--- config.mk ---
export PLATFORM = sky130hd
export DESIGN_NAME = pot_dead_zone_speed_map
export DESIGN_NICKNAME = d
export VERILOG_FILES = /design/src/hdl/dzsm_pkg.sv /design/src/hdl/dzsm_prep.sv /design/src/hdl/dzsm_cell.sv /design/src/hdl/dzsm_map.sv /design/src/hdl/pot_dead_zone_speed_map.sv
export SDC_FILE = /design/constraint.sdc
export NUM_CORES = 2
export LEC_CHECK = 0
export BUFFER_PORTS_ARGS = -buffer_cell sky130_fd_sc_hd__buf_4
export CAP_MARGIN = 20
export CELL_PAD_IN_SITES_DETAIL_PLACEMENT = 1
export CELL_PAD_IN_SITES_GLOBAL_PLACEMENT = 1
export CORE_ASPECT_RATIO = 0.8
export CORE_MARGIN = 2
export CORE_UTILIZATION = 50
export DETAILED_ROUTE_END_ITERATION = 8
export HOLD_SLACK_MARGIN = 0.12
export PLACE_DENSITY = 0.79
export SETUP_SLACK_MARGIN = 0.3
export SYNTH_ARGS = -nofsm -noshare
export SYNTH_HDL_FRONTEND = slang
export SYNTH_SLANG_ARGS = --single-unit
--- constraint.sdc ---
create_clock -name clk -period 15.6 [get_ports clk]
set_input_delay 3.12 -clock clk [delete_from_list [all_inputs] [get_ports clk]]
set_output_delay 3.12 -clock clk [all_outputs]
set_load 0.05 [all_outputs]
--- src/hdl/dzsm_pkg.sv ---
// dzsm_pkg: widths, constants and the divider cell payload for the
// dead-zone speed map; no dependencies, imported by every hdl module
package dzsm_pkg;

  localparam int SAMPLE_BITS = 13;
  localparam int UW          = SAMPLE_BITS - 1;   // magnitude bits once clamped
  localparam int DZ_W        = 6;
  localparam int SPEED_W     = 7;

  localparam logic [DZ_W-1:0] DZ_RESET = DZ_W'(10);

  // size = ref * dz / 100 by reciprocal with one correction step
  localparam int PROD_W      = UW + DZ_W;
  localparam int DZ_DIV      = 100;
  localparam int RECIP_SHIFT = 21;
  localparam int RECIP       = (1 << RECIP_SHIFT) / DZ_DIV;
  localparam int RECIP_W     = $clog2(RECIP + 1);
  localparam int RP_W        = PROD_W + RECIP_W;

  // raw percentage num*100/den mapped through q = num*500/den
  localparam int QW          = 9;                 // q never exceeds 500
  localparam int NW          = UW + QW;
  localparam int NUM_MULT    = 500;
  localparam int TINY        = 1000;              // num*1000 <= den means pct <= 0.1
  localparam int TINY_W      = UW + 10;
  localparam int SLOW_NUM    = 10;                // pct < 90  <=>  10*num < 9*den
  localparam int SLOW_DEN    = 9;
  localparam int SLOW_W      = UW + 4;
  localparam int FAST_OFFSET = 400;
  localparam int DIV9_MULT   = 456;               // q/9 as (q*456)>>12, exact for q < 512
  localparam int DIV9_SHIFT  = 12;
  localparam int DIV9_W      = QW + 9;

  localparam int PREP_STAGES = 6;
  localparam int NCELLS      = QW;

  typedef logic [UW-1:0] mag_t;

  typedef struct packed {
    mag_t          rem;
    mag_t          den;
    logic [QW-1:0] nlow;
    logic [QW-1:0] quo;
    logic          zero;
    logic          slow;
    logic          dir;
  } cell_data_t;

endpackage

--- src/hdl/dzsm_prep.sv ---
// dzsm_prep: clamping, dead-zone thresholds and zone selection ahead of the
// divider chain; six registered stages; depends on dzsm_pkg
module dzsm_prep (
  input  logic                                  clk,
  input  logic                                  rst_n,
  input  logic [dzsm_pkg::DZ_W-1:0]             dead_zone_percent,
  input  logic                                  in_valid,
  output logic                                  in_ready,
  input  logic signed [dzsm_pkg::SAMPLE_BITS-1:0] pot_sample,
  input  logic signed [dzsm_pkg::SAMPLE_BITS-1:0] full_scale_ref,
  output logic                                  out_valid,
  input  logic                                  out_ready,
  output dzsm_pkg::cell_data_t                  out_data
);
  import dzsm_pkg::*;

  logic [PREP_STAGES-1:0] v_r, v_nxt, en;

  mag_t              s1_s_r, s1_ref_r, s1_s_nxt, s1_ref_nxt;
  logic [PROD_W-1:0] s1_prod_r, s1_prod_nxt;
  mag_t              s2_s_r, s2_ref_r;
  logic [PROD_W-1:0] s2_prod_r, s2_q0_r, s2_q0_nxt;
  logic [RP_W-1:0]   recip_prod;
  mag_t              s3_s_r, s3_ref_r, s3_size_r, s3_size_nxt;
  logic [PROD_W-1:0] corr_rem;
  mag_t              s4_s_r, s4_ref_r, s4_lo_r, s4_hi_r, s4_lo_nxt, s4_hi_nxt;
  mag_t              mid, half;
  mag_t              s5_num_r, s5_den_r, s5_num_nxt, s5_den_nxt;
  logic              s5_dir_r, s5_act_r, fwd, bwd;
  logic [NW-1:0]     big_num;
  cell_data_t        s6_data_r, s6_data_nxt;

  // stage holds still only when full and the next one cannot take it
  always_comb begin
    en[PREP_STAGES-1] = !v_r[PREP_STAGES-1] || out_ready;
    for (int i = PREP_STAGES - 2; i >= 0; i--) begin
      en[i] = !v_r[i] || en[i+1];
    end
    v_nxt = v_r;
    if (en[0]) begin
      v_nxt[0] = in_valid;
    end
    for (int i = 1; i < PREP_STAGES; i++) begin
      if (en[i]) begin
        v_nxt[i] = v_r[i-1];
      end
    end
  end

  assign in_ready  = en[0];
  assign out_valid = v_r[PREP_STAGES-1];
  assign out_data  = s6_data_r;

  // clamp; a nonpositive reference leaves the sample at zero
  always_comb begin
    if (pot_sample < 0) begin
      s1_s_nxt = '0;
    end else if (pot_sample > full_scale_ref) begin
      s1_s_nxt = (full_scale_ref < 0) ? '0 : full_scale_ref[UW-1:0];
    end else begin
      s1_s_nxt = pot_sample[UW-1:0];
    end
    s1_ref_nxt  = (full_scale_ref <= 0) ? mag_t'(1) : full_scale_ref[UW-1:0];
    s1_prod_nxt = PROD_W'(s1_ref_nxt) * PROD_W'(dead_zone_percent);
  end

  always_comb begin
    recip_prod = RP_W'(s1_prod_r) * RP_W'(RECIP);
    s2_q0_nxt  = PROD_W'(recip_prod >> RECIP_SHIFT);
  end

  // reciprocal estimate is low by at most one
  always_comb begin
    corr_rem    = s2_prod_r - PROD_W'(s2_q0_r * PROD_W'(DZ_DIV));
    s3_size_nxt = UW'(s2_q0_r + PROD_W'(corr_rem >= PROD_W'(DZ_DIV)));
  end

  always_comb begin
    mid       = s3_ref_r >> 1;
    half      = s3_size_r >> 1;
    s4_lo_nxt = mid - half;
    s4_hi_nxt = mid + half;
  end

  always_comb begin
    fwd = (s4_s_r > s4_hi_r) && (s4_ref_r > s4_hi_r);
    bwd = (s4_s_r < s4_lo_r) && (s4_lo_r != '0);
    if (fwd) begin
      s5_num_nxt = s4_s_r - s4_hi_r;
      s5_den_nxt = s4_ref_r - s4_hi_r;
    end else begin
      s5_num_nxt = s4_lo_r - s4_s_r;
      s5_den_nxt = s4_lo_r;
    end
  end

  always_comb begin
    big_num          = NW'(s5_num_r) * NW'(NUM_MULT);
    s6_data_nxt.rem  = big_num[NW-1:QW];
    s6_data_nxt.nlow = big_num[QW-1:0];
    s6_data_nxt.den  = s5_den_r;
    s6_data_nxt.quo  = '0;
    s6_data_nxt.zero = !s5_act_r ||
                       (TINY_W'(s5_num_r) * TINY_W'(TINY) <= TINY_W'(s5_den_r));
    s6_data_nxt.slow = SLOW_W'(s5_num_r) * SLOW_W'(SLOW_NUM) <
                       SLOW_W'(s5_den_r) * SLOW_W'(SLOW_DEN);
    s6_data_nxt.dir  = s5_dir_r;
  end

  always_ff @(posedge clk) begin
    if (!rst_n) begin
      v_r <= '0;
    end else begin
      v_r <= v_nxt;
    end
  end

  always_ff @(posedge clk) begin
    if (en[0]) begin
      s1_s_r    <= s1_s_nxt;
      s1_ref_r  <= s1_ref_nxt;
      s1_prod_r <= s1_prod_nxt;
    end
    if (en[1]) begin
      s2_s_r    <= s1_s_r;
      s2_ref_r  <= s1_ref_r;
      s2_prod_r <= s1_prod_r;
      s2_q0_r   <= s2_q0_nxt;
    end
    if (en[2]) begin
      s3_s_r    <= s2_s_r;
      s3_ref_r  <= s2_ref_r;
      s3_size_r <= s3_size_nxt;
    end
    if (en[3]) begin
      s4_s_r    <= s3_s_r;
      s4_ref_r  <= s3_ref_r;
      s4_lo_r   <= s4_lo_nxt;
      s4_hi_r   <= s4_hi_nxt;
    end
    if (en[4]) begin
      s5_num_r  <= s5_num_nxt;
      s5_den_r  <= s5_den_nxt;
      s5_dir_r  <= fwd;
      s5_act_r  <= fwd || bwd;
    end
    if (en[5]) begin
      s6_data_r <= s6_data_nxt;
    end
  end

endmodule

--- src/hdl/dzsm_cell.sv ---
// dzsm_cell: one restoring division step, one quotient bit per cell, with its
// own valid/ready stage register; depends on dzsm_pkg
module dzsm_cell (
  input  logic                 clk,
  input  logic                 rst_n,
  input  logic                 in_valid,
  output logic                 in_ready,
  input  dzsm_pkg::cell_data_t in_data,
  output logic                 out_valid,
  input  logic                 out_ready,
  output dzsm_pkg::cell_data_t out_data
);
  import dzsm_pkg::*;

  logic          v_r, v_nxt, en, ge;
  logic [UW:0]   trial;
  cell_data_t    d_r, d_nxt;

  assign en       = !v_r || out_ready;
  assign in_ready = en;
  assign v_nxt    = en ? in_valid : v_r;

  // bring down the next dividend bit and try the subtraction
  always_comb begin
    trial     = {in_data.rem, in_data.nlow[QW-1]};
    ge        = trial >= {1'b0, in_data.den};
    d_nxt     = in_data;
    d_nxt.rem = ge ? UW'(trial - {1'b0, in_data.den}) : trial[UW-1:0];
    d_nxt.nlow = {in_data.nlow[QW-2:0], 1'b0};
    d_nxt.quo  = {in_data.quo[QW-2:0], ge};
  end

  always_ff @(posedge clk) begin
    if (!rst_n) begin
      v_r <= 1'b0;
    end else begin
      v_r <= v_nxt;
    end
  end

  always_ff @(posedge clk) begin
    if (en) begin
      d_r <= d_nxt;
    end
  end

  assign out_valid = v_r;
  assign out_data  = d_r;

endmodule

--- src/hdl/dzsm_map.sv ---
// dzsm_map: turns the quotient num*500/den into the speed percentage and
// holds the result in the output register; depends on dzsm_pkg
module dzsm_map (
  input  logic                          clk,
  input  logic                          rst_n,
  input  logic                          in_valid,
  output logic                          in_ready,
  input  dzsm_pkg::cell_data_t          in_data,
  output logic                          out_valid,
  input  logic                          out_ready,
  output logic [dzsm_pkg::SPEED_W-1:0]  speed_percent,
  output logic                          direction
);
  import dzsm_pkg::*;

  logic               v_r, v_nxt, en, dir_r;
  logic [SPEED_W-1:0] speed_r, speed_nxt;
  logic [DIV9_W-1:0]  div9;
  logic [QW-1:0]      fast;

  assign en       = !v_r || out_ready;
  assign in_ready = en;
  assign v_nxt    = en ? in_valid : v_r;

  // a set zero flag gives zero speed; below 90 percent the quotient is divided by nine, otherwise offset by 400
  always_comb begin
    div9 = DIV9_W'(in_data.quo) * DIV9_W'(DIV9_MULT);
    fast = in_data.quo - QW'(FAST_OFFSET);
    if (in_data.zero) begin
      speed_nxt = '0;
    end else if (in_data.slow) begin
      speed_nxt = SPEED_W'(div9 >> DIV9_SHIFT);
    end else begin
      speed_nxt = fast[SPEED_W-1:0];
    end
  end

  always_ff @(posedge clk) begin
    if (!rst_n) begin
      v_r <= 1'b0;
    end else begin
      v_r <= v_nxt;
    end
  end

  always_ff @(posedge clk) begin
    if (en) begin
      speed_r <= speed_nxt;
      dir_r   <= in_data.dir;
    end
  end

  assign out_valid     = v_r;
  assign speed_percent = speed_r;
  assign direction     = dir_r;

endmodule

--- src/hdl/pot_dead_zone_speed_map.sv ---
// pot_dead_zone_speed_map: top level; prep stages, a chain of nine divider
// cells and the output stage; depends on dzsm_pkg, dzsm_prep, dzsm_cell, dzsm_map
// path: prep stages, then the divider cells, then the registered output stage
// throughput: one transaction per cycle while out_ready is high, every stage and cell has its own valid bit
// the divider chain resolves one quotient bit per cell, nine cells in all
// reset: synchronous active-low rst_n empties the pipeline, dead zone returns to 10
module pot_dead_zone_speed_map (
  input  logic                                  clk,
  input  logic                                  rst_n,
  input  logic                                  cfg_valid,
  output logic                                  cfg_ready,
  input  logic [dzsm_pkg::DZ_W-1:0]             cfg_dead_zone_percent,
  input  logic                                  in_valid,
  output logic                                  in_ready,
  input  logic signed [dzsm_pkg::SAMPLE_BITS-1:0] in_pot_sample,
  input  logic signed [dzsm_pkg::SAMPLE_BITS-1:0] in_full_scale_ref,
  output logic                                  out_valid,
  input  logic                                  out_ready,
  output logic [dzsm_pkg::SPEED_W-1:0]          out_speed_percent,
  output logic                                  out_direction
);
  import dzsm_pkg::*;

  logic [DZ_W-1:0] dz_r, dz_nxt;
  logic            chain_v   [NCELLS+1];
  logic            chain_rdy [NCELLS+1];
  cell_data_t      chain_d   [NCELLS+1];

  assign cfg_ready = 1'b1;
  assign dz_nxt    = cfg_valid ? cfg_dead_zone_percent : dz_r;

  always_ff @(posedge clk) begin
    if (!rst_n) begin
      dz_r <= DZ_RESET;
    end else begin
      dz_r <= dz_nxt;
    end
  end

  dzsm_prep u_prep (
    .clk               (clk),
    .rst_n             (rst_n),
    .dead_zone_percent (dz_r),
    .in_valid          (in_valid),
    .in_ready          (in_ready),
    .pot_sample        (in_pot_sample),
    .full_scale_ref    (in_full_scale_ref),
    .out_valid         (chain_v[0]),
    .out_ready         (chain_rdy[0]),
    .out_data          (chain_d[0])
  );

  for (genvar i = 0; i < NCELLS; i++) begin : g_cell
    dzsm_cell u_cell (
      .clk       (clk),
      .rst_n     (rst_n),
      .in_valid  (chain_v[i]),
      .in_ready  (chain_rdy[i]),
      .in_data   (chain_d[i]),
      .out_valid (chain_v[i+1]),
      .out_ready (chain_rdy[i+1]),
      .out_data  (chain_d[i+1])
    );
  end

  dzsm_map u_map (
    .clk           (clk),
    .rst_n         (rst_n),
    .in_valid      (chain_v[NCELLS]),
    .in_ready      (chain_rdy[NCELLS]),
    .in_data       (chain_d[NCELLS]),
    .out_valid     (out_valid),
    .out_ready     (out_ready),
    .speed_percent (out_speed_percent),
    .direction     (out_direction)
  );

endmodule

# Word level (Yosys, flattened, before mapping)

Cells that the tools add are included.
W data, S select, Z words.

Register bits after elaboration: 555
Bits of input ports: 37

Reduce and logical (&&, ||, !) cells: 39
Magnitude comparators: 19
Multiply operators: 8
$add $sub $neg: 16
Mux-type cells: 14

Operators by type and width:

| kind                     | number |
|---|---|
| $mux W12                 | 13 |
| $sub A12 B12 Y12         | 11 |
| $ge A13 B12 Y1           | 9 |
| $mul A12 B7 Y19 const B  | 2 |
| $mul A18 B15 Y33 const B | 1 |
| $lt A13 B1 Y1 const B    | 2 |
| $gt A12 B12 Y1           | 2 |
| $le A22 B12 Y1           | 1 |
| $ge A18 B7 Y1 const B    | 1 |
| $logic_or A1 B1 Y1       | 18 |
| $mul A12 B6 Y18          | 1 |
| $sub A18 B18 Y18         | 1 |
| $logic_not A1 Y1         | 17 |
| $lt A16 B16 Y1           | 1 |
| $mul A12 B4 Y16 const B  | 1 |
| $mul A12 B5 Y16 const B  | 1 |
| $mul A12 B3 Y15 const B  | 1 |
| $mul A9 B6 Y15 const B   | 1 |
| $gt A13 B13 Y1           | 1 |
| $le A13 B1 Y1 const B    | 1 |
| $add A11 B11 Y12         | 1 |
| $add A12 B1 Y12          | 1 |
| $lt A12 B12 Y1           | 1 |
| $reduce_bool A12 Y1      | 1 |
| 5 further kinds          | 6 |

# Depth between registers and ports, before layout

Depth in word-level cells: 17
Depth in mapped cells: 27

# Cells and area by module

Synthesis repeated with hierarchy kept, for this count alone.

Cells, all modules: 3685
Area total of the unflattened synthesis: 44625.3 um^2

By module, submodules not included:

| module                  | instances | cells each | seq. area each (um^2) | area each (um^2) |
|---|---|---|---|---|
| dzsm_prep               | 1         | 2126       | 7206.9                | 23109.7 |
| dzsm_cell               | 9         | 158        | 1341.3                | 2225.9 |
| dzsm_map                | 1         | 116        | 260.2                 | 1247.4 |
| pot_dead_zone_speed_map | 1         | 21         | 120.1                 | 235.2 |

# Least setup slack after synthesis

No wires, ideal clock.

Kind: input to output
From: input port out_ready
To: output port in_ready
Data arrival time: 6.302 ns
Required time: 12.480 ns
Slack: 6.178 ns
Stages on the path: 9
Cell sequence: nor2b_1 > inv_1 > nor2_1 > and2_1 > inv_1 > nor3_1 > and3_1 > and2_1 > nand2_1

Cells in the longest elaborated chain, start to end: 16

RTL lines:

| element                              | line                          | text |
|---|---|---|
| from (decl)                          | pot_dead_zone_speed_map.sv:18 | `input logic out_ready,` |
| $logic_or A1 B1 Y1                   | dzsm_map.sv:21                | `assign en = !v_r \|\| out_ready;` |
| named net g_cell[8].u_cell.out_ready | dzsm_cell.sv:10               | `input logic out_ready,` |
| $logic_or A1 B1 Y1 (5 in a row)      | dzsm_cell.sv:19               | `assign en = !v_r \|\| out_ready;` |
| named net g_cell[3].u_cell.out_ready | dzsm_cell.sv:10               |  |
| $logic_or A1 B1 Y1 (4 in a row)      | dzsm_cell.sv:19               |  |
| $logic_or A1 B1 Y1                   | dzsm_prep.sv:35               | `en[PREP_STAGES-1] = !v_r[PREP_STAGES-1] \|\| out_ready;` |
| $logic_or A1 B1 Y1 (5 in a row)      | dzsm_prep.sv:37               | `en[i] = !v_r[i] \|\| en[i+1];` |
| to (decl)                            | pot_dead_zone_speed_map.sv:14 | `output logic in_ready,` |

The timed path passes the listed nets, and every way through them passes these cells.

# Worst setup path in the final report

Ends and elaborated chain as after synthesis.

==> impl_table.tex <==
\begin{tabular}{lr}
\hline
Metric & Value \\
\hline
\multicolumn{2}{l}{\textbf{CTS}} \\
Buffer type at the clock tree root & sky130\_fd\_sc\_hd\_\_clkbuf\_16 \\
Clock transition at path regs & 0.06 ns \\
Num CTS Buffers & 54 \\
H-Tree Level Count & 2 \\
Clock latency at the later pin of the worst-skew pair & 0.66 ns \\
Post-CTS Resized & 0 \\
Clock tree from TritonCTS & built \\
Post-CTS setup buffer count & 0 \\
CTS max path bufs & 3 \\
Hold buffers post-CTS & 0 \\
CTS sink cnt & 551 \\
\multicolumn{2}{l}{\textbf{Routing}} \\
Total number of vias & between 20000 and 30000 \\
Router iterations before antenna repair & 5 \\
Post-DR wirelength/cell & 21.8 µm \\
Initial detailed-routing violation count & 1589 \\
Average via count per standard cell & 5.67 \\
Wire length reported by the detailed router & 98600 µm \\
Number of nets with antenna violations after detailed routing & 0 \\
DRC violations left & 0 \\
\multicolumn{2}{l}{\textbf{Floorplan}} \\
Core box area & between 70000 and 80000 µm² \\
Number of top-level pins & 48 \\
Die ar. & 80600 µm² \\
Die extent in x & 317 µm \\
Number of core rows & 91 \\
Initial core utilization & 0.507 \\
Die span in y & 254 µm \\
\multicolumn{2}{l}{\textbf{Worst setup path}} \\
Critical path required time & 12.48 ns \\
Critical path data arrival time & 6.54 ns \\
Worst-case register-to-register setup slack & 8.75 ns \\
Element type at the critical path end & output port \\
Launch instance of the worst register-to-register path & u\_prep.s2\_q0\_r[1] \\
Worst setup SP type & input pin \\
Worst reg2reg endpoint & u\_prep.s3\_size\_r[8] \\
Worst-path fanout max & 43 \\
Crit Path Class & input pin to output port \\
Cells on worst reg2reg path & 26 \\
\multicolumn{2}{l}{\textbf{Placement}} \\
Post-Place Setup Slack & 5.95 ns \\
Final estimated routing congestion in global placement & 0.909 \\
Input/output buffers & 46 \\
Estimated wirelength of the detail-placed design & 77700 µm \\
\multicolumn{2}{l}{\textbf{Synth}} \\
Number of distinct library cells after synthesis & 88 \\
Yosys top cell area share & 0.405 \\
Number of synthesized register bits & 551 \\
Main flop type after synthesis & sky130\_fd\_sc\_hd\_\_edfxtp\_1 \\
Syn nets & between 4000 and 5000 \\
Share of async-settable or async-resettable flops after synthesis & 0 \\
Cell type with the largest total area after synthesis & sky130\_fd\_sc\_hd\_\_edfxtp\_1 \\
Sequential area share after synthesis & 0.417 \\
Number of warning messages in the yosys log & 0 \\
Number of enable-type register cells in the synthesized netlist & roughly 530 \\
Average size of a mapped cell & 11.7 µm² \\
Count of mapped cells out of synthesis & 3348 \\
Post-synthesis instance area & 39200 µm² \\
Cell types occupying the most area after synthesis & sky130\_fd\_sc\_hd\_\_edfxtp\_1 (41\%), sky130\_fd\_sc\_hd\_\_ha\_1 (17\%), sky130\_fd\_sc\_hd\_\_fa\_1 (11\%), sky130\_fd\_sc\_hd\_\_inv\_1 (5.6\%), sky130\_fd\_sc\_hd\_\_xnor2\_1 (2.5\%) \\
\multicolumn{2}{l}{\textbf{Global routing}} \\
Total grt overflow & 0 \\
Pin count of the biggest net entering global routing & 53 \\
Initial antenna violation count & 2 \\
Via count of the first global-routing pass & 28421 \\
Wire length of the first global-routing pass & $\sim$160000 µm \\
All-Layer GR Usage & 0.251 \\
\multicolumn{2}{l}{\textbf{STA}} \\
Part of the cycle the worst path needs & 0.619 \\
Shortest clock period the worst path allows after layout & 9.66 ns \\
Final Worst Setup Slack & about 5.9 ns \\
Transition time at the pin with the least slew margin & around 0.9 ns \\
Number of hold-slack violations in the final timing report & 0 \\
Final max-slew violation count & 0 \\
RSZ-0062 raised after global routing & no \\
Top achievable clock speed & 104 MHz \\
TNS Setup & 0 ns \\
Final count of negative-setup-slack endpoints & 0 \\
Clock skew & about 0.030 ns \\
Relative slew slack & 0.407 \\
\multicolumn{2}{l}{\textbf{Run status}} \\
Status & complete, no violations \\
\multicolumn{2}{l}{\textbf{Layout}} \\
Area Overhead vs Synth & 9.16\% \\
ANT cells & 0 \\
Fin util & 0.553 \\
Number of filler instances in the final layout & between 7000 and 8000 \\
Fraction of final layout cells with drive strength greater than 1 & 0.0788 \\
Count of nets after finishing & 4234 \\
Most common cell after layout, fill and taps aside & sky130\_fd\_sc\_hd\_\_inv\_1 \\
Commonest cells after routing, fill and taps aside & sky130\_fd\_sc\_hd\_\_inv\_1 (581), sky130\_fd\_sc\_hd\_\_ha\_1 (538), sky130\_fd\_sc\_hd\_\_edfxtp\_1 (529) \\
\multicolumn{2}{l}{\textbf{Worst hold path}} \\
Startpoint of the worst hold path & g\_cell[1].u\_cell.out\_data[19] \\
Hold worst-path end & g\_cell[2].u\_cell.out\_data[20] \\
Hold Path Cell Cnt & 0 \\
Hold Crit Class & flip-flop to flip-flop \\
\multicolumn{2}{l}{\textbf{Flow run}} \\
Count of max-cap constraint violations & 0 \\
\hline
\end{tabular}
[sequential cells by signal, summed over array words and instances (netlist names), 16 cells and up]
signal and flops:
g_cell.u_cell.out_data 285, u_prep.out_data 34, u_prep.s1_prod_r 18, u_prep.s2_prod_r 16
[final cells by class]
cell class	instances	area [µm²]	share of cell area
inverters	582	2180	0.0511
clock buffers	75	1500	0.0351
flip-flops and latches	551	16300	0.382
well taps	1023	1280	0.0299
multi-input cells	2186	20500	0.480
repair buffers	71	566	0.0132
clock inverters	26	373	0.00872
[synth_stat cells, types with 5 or more instances]
library cell	instances
sky130_fd_sc_hd__edfxtp_1	529
sky130_fd_sc_hd__o21a_1	52
sky130_fd_sc_hd__a21o_1	48
sky130_fd_sc_hd__o2111ai_1	9
sky130_fd_sc_hd__nor4_1	22
sky130_fd_sc_hd__mux2_2	71
sky130_fd_sc_hd__ha_1	538
sky130_fd_sc_hd__a21oi_1	116
sky130_fd_sc_hd__a31oi_1	16
sky130_fd_sc_hd__a31o_2	6
sky130_fd_sc_hd__a2111oi_0	13
sky130_fd_sc_hd__nor2b_1	62
sky130_fd_sc_hd__dfxtp_1	22
sky130_fd_sc_hd__mux2i_1	60
sky130_fd_sc_hd__xor2_1	52
sky130_fd_sc_hd__nand3_1	30
sky130_fd_sc_hd__or2_2	8
sky130_fd_sc_hd__and3_1	42
sky130_fd_sc_hd__o31ai_1	13
sky130_fd_sc_hd__o211ai_1	7
sky130_fd_sc_hd__nor3_1	57
sky130_fd_sc_hd__o41ai_2	5
sky130_fd_sc_hd__nor2_1	138
sky130_fd_sc_hd__nand4_1	42
sky130_fd_sc_hd__and2_1	13
sky130_fd_sc_hd__o21ai_1	5
sky130_fd_sc_hd__fa_1	213
sky130_fd_sc_hd__a21oi_2	5
sky130_fd_sc_hd__a21boi_0	19
sky130_fd_sc_hd__inv_1	582
sky130_fd_sc_hd__o21bai_1	22
sky130_fd_sc_hd__nand2_1	143
sky130_fd_sc_hd__a211oi_1	22
sky130_fd_sc_hd__clkbuf_1	15
sky130_fd_sc_hd__or3_1	22
sky130_fd_sc_hd__a211o_1	5
sky130_fd_sc_hd__buf_2	10
sky130_fd_sc_hd__xnor2_1	114
sky130_fd_sc_hd__o21ai_0	93
sky130_fd_sc_hd__nand2b_1	25
[stage by stage]
step	cell area, µm²	hold WS [ns]	cells
global placement	40800	0.401	4410
finish	42800	0.397	4514
CTS	42700	0.391	4511
detailed placement	40800	0.406	4410
global route	42800	0.402	4514
floorplan	39200	0.400	3348
[cells by family (layout without fill, tap and decap cells)]
kind of cell / after synthesis / after routing / synth area share
xor gates and xnor gates: 166 / 166 / 0.0371
adders and majority gates: 751 / 751 / 0.281
DFF: 551 / 551 / 0.417
other: 1 / 1 / 0.0000957
buffers and inverters: 611 / 754 / 0.0593
AOI/OAI and AO/OA: 502 / 502 / 0.0873
and+or+nand+nor: 631 / 631 / 0.0815
muxes: 135 / 135 / 0.0373
[worst max-delay path by stage]
stage / from / to
after floorplan: out_ready / in_ready
after global placement: out_ready / in_ready
after detailed placement: out_ready / in_ready
after CTS: out_ready / in_ready
after global routing: out_ready / in_ready
final: out_ready / in_ready
[routing by layer]
metal	up-vias	GRT usage	routed length, µm
met5	-	0	20
met2	510	0.426	47500
met3	140	0.0296	3860
li1	11956	-	-
met4	4	0.0675	2410
met1	12998	0.341	44800
[critical path, stage by stage]
cell                      delay [ns]
sky130_fd_sc_hd__buf_4          0.12
sky130_fd_sc_hd__nor2b_1        0.28
sky130_fd_sc_hd__inv_1          0.25
sky130_fd_sc_hd__nor2_1         0.33
sky130_fd_sc_hd__and2_1         0.28
sky130_fd_sc_hd__inv_1          0.07
sky130_fd_sc_hd__buf_4          0.28
sky130_fd_sc_hd__nor3_1         0.55
sky130_fd_sc_hd__and3_1         0.28
sky130_fd_sc_hd__and2_1         0.25
sky130_fd_sc_hd__nand2_2        0.07
sky130_fd_sc_hd__buf_4          0.31
sky130_fd_sc_hd__buf_4          0.29
Power is left out: the tool's default activity adds up to more than one toggle a clock period on the data nets, which glitch-free logic cannot reach.
